===== src/design/rdq_pkg.sv =====
// Shared types and codes for the ring buffer deque unit.
package rdq_pkg;

    localparam int WORD_W   = 64;
    localparam int KIND_W   = 2;
    localparam int STATUS_W = 2;
    localparam int FILL_W   = 5;
    localparam int M_DATA_W = 72;

    typedef enum logic [KIND_W-1:0] {
        KIND_PUSH_FRONT = 2'd0,
        KIND_PUSH_BACK  = 2'd1,
        KIND_POP_FRONT  = 2'd2,
        KIND_POP_BACK   = 2'd3
    } t_kind;

    typedef enum logic [STATUS_W-1:0] {
        ST_DONE  = 2'd0,
        ST_FULL  = 2'd1,
        ST_EMPTY = 2'd2
    } t_status;

    // One-cycle move command broadcast to every cell of the chain.
    typedef struct packed {
        logic push_front;
        logic push_back;
        logic pop_front;
        logic pop_back;
    } t_cell_ctrl;

endpackage


===== src/design/rdq_cell.sv =====
// One storage cell of the deque chain: a word and its occupied flag.
module rdq_cell
    import rdq_pkg::*;
(
    input  logic              i_clk,
    input  logic              i_rst_n,
    input  t_cell_ctrl        i_ctrl,
    input  logic [WORD_W-1:0] i_push_word,
    input  logic              i_left_occ,
    input  logic [WORD_W-1:0] i_left_data,
    input  logic              i_right_occ,
    input  logic [WORD_W-1:0] i_right_data,
    output logic              o_occ,
    output logic [WORD_W-1:0] o_data,
    output logic [WORD_W-1:0] o_tail_data
);

    logic              r_occ;
    logic              n_occ;
    logic [WORD_W-1:0] r_data;
    logic [WORD_W-1:0] n_data;
    logic              tail;

    assign tail = r_occ && !i_right_occ;

    always_comb begin
        n_occ  = r_occ;
        n_data = r_data;
        if (i_ctrl.push_front) begin
            // shift toward the back
            n_occ  = i_left_occ;
            n_data = i_left_data;
        end else if (i_ctrl.push_back) begin
            // first free cell takes the word
            if (!r_occ && i_left_occ) begin
                n_occ  = 1'b1;
                n_data = i_push_word;
            end
        end else if (i_ctrl.pop_front) begin
            // shift toward the front
            n_occ  = i_right_occ;
            n_data = i_right_data;
        end else if (i_ctrl.pop_back) begin
            if (tail) begin
                n_occ = 1'b0;
            end
        end
    end

    always_ff @(posedge i_clk) begin
        if (!i_rst_n) begin
            r_occ <= 1'b0;
        end else begin
            r_occ <= n_occ;
        end
    end

    always_ff @(posedge i_clk) begin
        r_data <= n_data;
    end

    assign o_occ       = r_occ;
    assign o_data      = r_data;
    assign o_tail_data = tail ? r_data : '0;

endmodule


===== src/design/ring_buffer_deque_unit.sv =====
// Top level of the ring buffer deque unit: cell chain, count and result register.
//
// Usage: a double-ended queue of DEPTH 64-bit words.
// Slave channel: i_s_tuser carries the operation (push front, push back,
// pop front, pop back), i_s_tdata the word to push (ignored on pops).
// Master channel: one result word per operation with the popped word
// (zero on pushes and rejected pops), a status (done, push rejected
// because full, pop rejected because empty), the count after the
// operation and an empty flag.
// Storage is a row of cells; words sit packed from cell 0 (the front).
// A push or pop at the front shifts every cell one place together; at
// the back only the cell at the boundary changes.
// Latency: the result is registered and valid the cycle after accept.
// Throughput: one operation per cycle while results are taken, set by the single cell update.
// A new word is taken while a result waits, as long as that result is
// taken in the same cycle; if the receiver stalls, the result holds and
// o_s_tready drops until it is taken.
// Reset clears the count, the occupied flags and the output valid; no
// clearing pass is needed.
module ring_buffer_deque_unit
    import rdq_pkg::*;
#(
    parameter int DEPTH = 16
) (
    input  logic                i_clk,
    input  logic                i_rst_n,
    input  logic                i_s_tvalid,
    output logic                o_s_tready,
    input  logic [WORD_W-1:0]   i_s_tdata,  // [63:0] push_word
    input  logic [KIND_W-1:0]   i_s_tuser,  // [1:0] kind
    output logic                o_m_tvalid,
    input  logic                i_m_tready,
    // [63:0] popped_word, [65:64] status, [70:66] fill_count, [71] is_empty
    output logic [M_DATA_W-1:0] o_m_tdata
);

    localparam int CNT_W = $clog2(DEPTH + 1);

    logic [CNT_W-1:0]  r_count;
    logic [CNT_W-1:0]  n_count;
    logic              r_valid;
    logic              n_valid;
    logic [WORD_W-1:0] r_popped;
    logic [WORD_W-1:0] n_popped;
    t_status           r_status;
    t_status           n_status;

    logic              accept;
    logic              full;
    logic              empty;
    t_kind             kind;
    t_cell_ctrl        ctrl;
    logic [WORD_W-1:0] tail_word;

    logic              cell_occ  [DEPTH];
    logic [WORD_W-1:0] cell_data [DEPTH];
    logic [WORD_W-1:0] cell_tail [DEPTH];

    assign o_s_tready = !r_valid || i_m_tready;
    assign accept     = i_s_tvalid && o_s_tready;
    assign full       = (r_count == CNT_W'(DEPTH));
    assign empty      = (r_count == '0);
    assign kind       = t_kind'(i_s_tuser);

    // Decode the operation; drop moves that would overflow or underflow.
    always_comb begin
        ctrl     = '0;
        n_count  = r_count;
        n_status = ST_DONE;
        n_popped = '0;
        case (kind)
            KIND_PUSH_FRONT: begin
                if (full) begin
                    n_status = ST_FULL;
                end else begin
                    ctrl.push_front = accept;
                    n_count         = r_count + CNT_W'(1);
                end
            end
            KIND_PUSH_BACK: begin
                if (full) begin
                    n_status = ST_FULL;
                end else begin
                    ctrl.push_back = accept;
                    n_count        = r_count + CNT_W'(1);
                end
            end
            KIND_POP_FRONT: begin
                if (empty) begin
                    n_status = ST_EMPTY;
                end else begin
                    ctrl.pop_front = accept;
                    n_count        = r_count - CNT_W'(1);
                    n_popped       = cell_data[0];
                end
            end
            KIND_POP_BACK: begin
                if (empty) begin
                    n_status = ST_EMPTY;
                end else begin
                    ctrl.pop_back = accept;
                    n_count       = r_count - CNT_W'(1);
                    n_popped      = tail_word;
                end
            end
            default: begin
                n_status = ST_DONE;
            end
        endcase
    end

    // Only the last occupied cell drives its word; merge them.
    always_comb begin
        tail_word = '0;
        for (int i = 0; i < DEPTH; i++) begin
            tail_word = tail_word | cell_tail[i];
        end
    end

    // Cell chain: cell 0 is the front; cell 0 sees the pushed word on its
    // left, the last cell sees an empty neighbor on its right.
    for (genvar g = 0; g < DEPTH; g++) begin : g_cell
        logic              left_occ;
        logic [WORD_W-1:0] left_data;
        logic              right_occ;
        logic [WORD_W-1:0] right_data;

        if (g == 0) begin : g_first
            assign left_occ  = 1'b1;
            assign left_data = i_s_tdata;
        end else begin : g_mid_l
            assign left_occ  = cell_occ[g-1];
            assign left_data = cell_data[g-1];
        end

        if (g == DEPTH - 1) begin : g_last
            assign right_occ  = 1'b0;
            assign right_data = '0;
        end else begin : g_mid_r
            assign right_occ  = cell_occ[g+1];
            assign right_data = cell_data[g+1];
        end

        rdq_cell u_cell (
            .i_clk        (i_clk),
            .i_rst_n      (i_rst_n),
            .i_ctrl       (ctrl),
            .i_push_word  (i_s_tdata),
            .i_left_occ   (left_occ),
            .i_left_data  (left_data),
            .i_right_occ  (right_occ),
            .i_right_data (right_data),
            .o_occ        (cell_occ[g]),
            .o_data       (cell_data[g]),
            .o_tail_data  (cell_tail[g])
        );
    end

    always_comb begin
        n_valid = r_valid;
        if (accept) begin
            n_valid = 1'b1;
        end else if (i_m_tready) begin
            n_valid = 1'b0;
        end
    end

    // Control state.
    always_ff @(posedge i_clk) begin
        if (!i_rst_n) begin
            r_valid <= 1'b0;
            r_count <= '0;
        end else begin
            r_valid <= n_valid;
            if (accept) begin
                r_count <= n_count;
            end
        end
    end

    // Result payload; hold while the receiver stalls.
    always_ff @(posedge i_clk) begin
        if (accept) begin
            r_popped <= n_popped;
            r_status <= n_status;
        end
    end

    assign o_m_tvalid = r_valid;
    assign o_m_tdata  = {(r_count == '0), FILL_W'(r_count), r_status, r_popped};

endmodule

===== config.mk =====
export PLATFORM = sky130hd
export DESIGN_NAME = ring_buffer_deque_unit
export DESIGN_NICKNAME = d
export VERILOG_FILES = /design/src/design/rdq_pkg.sv /design/src/design/rdq_cell.sv /design/src/design/ring_buffer_deque_unit.sv
export SDC_FILE = /design/constraint.sdc
export NUM_CORES = 2
export LEC_CHECK = 0
export ABC_AREA = 1
export BUFFER_PORTS_ARGS = -buffer_cell sky130_fd_sc_hd__buf_2
export CAP_MARGIN = 10
export CORE_MARGIN = 8
export CORE_UTILIZATION = 45
export CTS_BUF_LIST = sky130_fd_sc_hd__clkbuf_8
export CTS_CLUSTER_SIZE = 30
export DETAILED_ROUTE_END_ITERATION = 10
export PLACE_DENSITY_LB_ADDON = 0.12
export SYNTH_ARGS = -nofsm -noshare
export SYNTH_HDL_FRONTEND = slang
export SYNTH_HIERARCHICAL = 1
export SYNTH_SLANG_ARGS = --single-unit

===== constraint.sdc =====
create_clock -name i_clk -period 10.4 [get_ports i_clk]
set_input_delay 1.04 -clock i_clk [delete_from_list [all_inputs] [get_ports i_clk]]
set_output_delay 1.04 -clock i_clk [all_outputs]
set_load 0.005 [all_outputs]

==> key figures <==
Place
  • Placed cells: 10828
  • Place WS: 4.65 ns
  • GPL Wtd Cong: 0.865
  • Port bufs: 143
  • DP HPWL: 144 mm

Clocking
  • Cts bufs inserted: 203
  • Cts hold-fix bufs: 0
  • Worst-path clk slew: 0.06 ns
  • CTS Sinks: 1112
  • Post-CTS Resized: 0
  • Clock buffer depth: 3
  • H-tree depth: 4
  • CTS tree: done
  • Worst skew pair latency: 0.98 ns
  • Root buffer cell: clkbuf_8
  • Post-CTS Setup Inserts: 0

Floorplanning
  • I/O pin count: 144
  • Core box area: 0.146 sq mm
  • Initial core utilization: 45.4%
  • Row count: 140
  • Die X: 400 um
  • Die H: 400 um
  • Die area: 0.160 sq mm

Synth
  • Post-Syn Area per Cell: between 7 and 8 sq um
  • Asr flop ratio synth: 0%
  • Post-Syn Area: 0.0662 sq mm
  • Mapped Cells: 9075
  • Most used DFF post-synth: edfxtp_1
  • #FFs+latches synth: 1112
  • Yosys top cell area share: between 40% and 50%
  • Synth cell count leaders: nand2_1 (3362), nor2_1 (1604), inv_1 (1187)
  • Synth warnings: 6
  • Dominant cells by area after synthesis: edfxtp_1 (49%), nand2_1 (19%), nor2_1 (9.1%)
  • Yosys cell types: 29
  • Most common cell in the netlist: nand2_1
  • Seq/Total Area, Yosys: 50.1%
  • Post-synth EDFFs: 1090
  • Area leader, netlist: edfxtp_1

Finish
  • Final net count: 9190
  • Final non-filler cell total: around 11000
  • Post-synthesis to final-layout area growth: 8.05%
  • Layout cells sized above 1: 6.46%
  • Area of the multi-input gates: 0.0263 sq mm
  • Reg area: 0.0332 sq mm
  • Fill cells: 14661

Hold path
  • Hold/Removal Path Class: input port to flip-flop

Flow run
  • Total of max-cap violations: 0

Critical path
  • Startpoint types: flip-flop
  • CP Max Fanout: 95
  • WP data required: 10.98 ns
  • Worst EP arrival: ~5.8 ns
  • Worst setup EP type: flip-flop
  • Setup CP Type: flip-flop to flip-flop

Pwr
  • Pwr Density: 180 mW/mm^2
  • Max IR drop VDD: 99.2 uV
  • P_leak: approximately 33 nW

Drt
  • Vias per inst: about 5.5
  • Initial DRC Count: 8623
  • WL final: between 200 and 300 mm
  • Via count: between 60000 and 70000
  • Post-DR wirelength/cell: 23.3 um
  • DR DRC count: 0
  • Pre-antenna DRT Iters: 9
  • Post-DRT Antenna Nets: 0

Timing
  • Endpoints failing setup: 0
  • Slew @ Worst Pin: 1.31 ns
  • Tmin final: 5.19 ns
  • Total negative slack: 0 ns
  • Max-slew headroom: about an eighth
  • Final Max Slew Viols: 0
  • Hold violation total from the final report: 0
  • Clock Skew: 0.0469 ns
  • Tcrit/Tclk final: 49.9%
  • Final setup margin: 5.21 ns
  • Max frequency: between 150 and 200 MHz
  • RSZ-0062 raised after global routing: false

Global route
  • Largest net degree at the start of global routing: 106
  • Vias in the first global route: 57908
  • Initial antenna violation count: 16
  • GRT Util Overall: 31.7%
  • First-pass GRT wire length: between 300 and 400 mm
  • GR Overflow Total: 0

Outcome
  • Status: complete, no violations
## cells in the final DEF (no fill, tap or decap), types with 2 or more instances in the layout
| cell type | netlist | layout |
|---|---|---|
| conb_1 | 2 | 68 |
| nor2_1 | 1604 | 1588 |
| clkinvlp_4 | 0 | 6 |
| nor3_2 | 0 | 3 |
| a21oi_1 | 39 | 39 |
| xor2_1 | 3 | 3 |
| dfxtp_1 | 22 | 22 |
| nand2_2 | 1 | 2 |
| buf_2 | 253 | 142 |
| diode_2 | 0 | 6 |
| o21ai_2 | 40 | 40 |
| inv_1 | 1187 | 1257 |
| nand4_1 | 90 | 90 |
| nand2_4 | 1 | 17 |
| nor3_1 | 43 | 40 |
| clkinv_2 | 0 | 16 |
| o21ai_0 | 8 | 8 |
| inv_2 | 3 | 3 |
| ha_1 | 3 | 3 |
| clkbuf_8 | 0 | 213 |
| inv_4 | 1 | 17 |
| inv_6 | 0 | 2 |
| buf_4 | 193 | 98 |
| inv_8 | 0 | 3 |
| nor2_4 | 2 | 34 |
| clkinv_1 | 0 | 48 |
| nand3_1 | 1045 | 1045 |
| nor4_1 | 40 | 40 |
| nand2_1 | 3362 | 3345 |
| edfxtp_1 | 1090 | 1090 |
## layer usage
metal  up-vias  global-route usage [%]  share of wire (%)
met3       688                    6.78                 12
li1      28346                       -                  -
met2      3851                    49.5                 44
met5         -                       0             0.0034
met1     29159                    42.6                 39
met4         2                    13.8                4.7
## final timing paths
kind / from / endpoint / slack, ns / cells past startpoint
worst max-delay path: r_count[1] / g_cell[7].u_cell/o_data[35] / 5.21 / 11
worst min-delay path: i_s_tvalid / o_m_tvalid / 0.38 / 3
worst max register to register: r_count[1] / g_cell[7].u_cell/o_data[35] / 5.21 / 11
worst min register to register: o_m_tvalid / o_m_tvalid / 0.54 / 2
## state kept, by name (all words and copies together) (netlist names)
| name | cells |
|---|---|
| g_cell.u_cell/o_data | 1024 |
| r_count | 5 |
| g_cell.u_cell/o_occ | 16 |
| r_popped | 64 |
| r_status | 2 |
| o_m_tvalid | 1 |
## worst max-delay path, cell delays in order (launching register included)
cell     delay [ns]
dfxtp_1        0.47
nor2_4         0.09
nand3_1        0.09
nand2_1        0.17
nor3_2         0.19
buf_4          0.73
buf_4          0.97
nor2_4         0.43
nand2_1        0.17
nand2_1        0.14
inv_4          0.55
buf_4          0.66
## layout make-up
class | count | share of cell area [%]
clock buffers | 213 | 4.10
repair buffers | 240 | 2.02
diodes | 6 | 0.0210
clock inverters | 163 | 1.01
multi-input cells | 6368 | 36.8
flip-flops and latches | 1112 | 46.4
well taps | 1917 | 3.35
inverters | 1191 | 6.31
## metrics by stage
step | total power, mW | utilization (%) | cell area [sq um] | hold WS, ns
floorplan | 7.76 | - | 66500 | 0.523
global placement | 8.91 | 46.5 | 67900 | 0.523
detailed placement | 8.96 | 46.5 | 67900 | 0.531
CTS | 12.9 | 49.0 | 71500 | 0.327
global route | 13.4 | 49.0 | 71500 | 0.383
finish | 12.9 | 49.0 | 71500 | 0.383
## where the power goes
group / switching [mW] / internal, mW / leakage [nW]
clock network: 2.03 / 1.91 / 2.18
logic: 2.15 / 0.739 / 20.6
registers: 0.397 / 5.68 / 10.5
total: 4.58 / 8.33 / 33.3
## logic make-up (layout without fill, tap and decap cells)
family	after synthesis	after routing	share of synthesized area, %
flip-flops	1112	1112	50.1
AND/OR/NAND/NOR	6205	6205	37.8
other	2	74	0.0113
XOR/XNOR	3	3	0.0397
adder cells (fa/ha/maj)	4	4	0.0869
AO/OA/AOI/OAI	88	88	0.898
buffers and inverters	1661	1807	11.0
No activity file was read; power rests on OpenSTA's default activity.
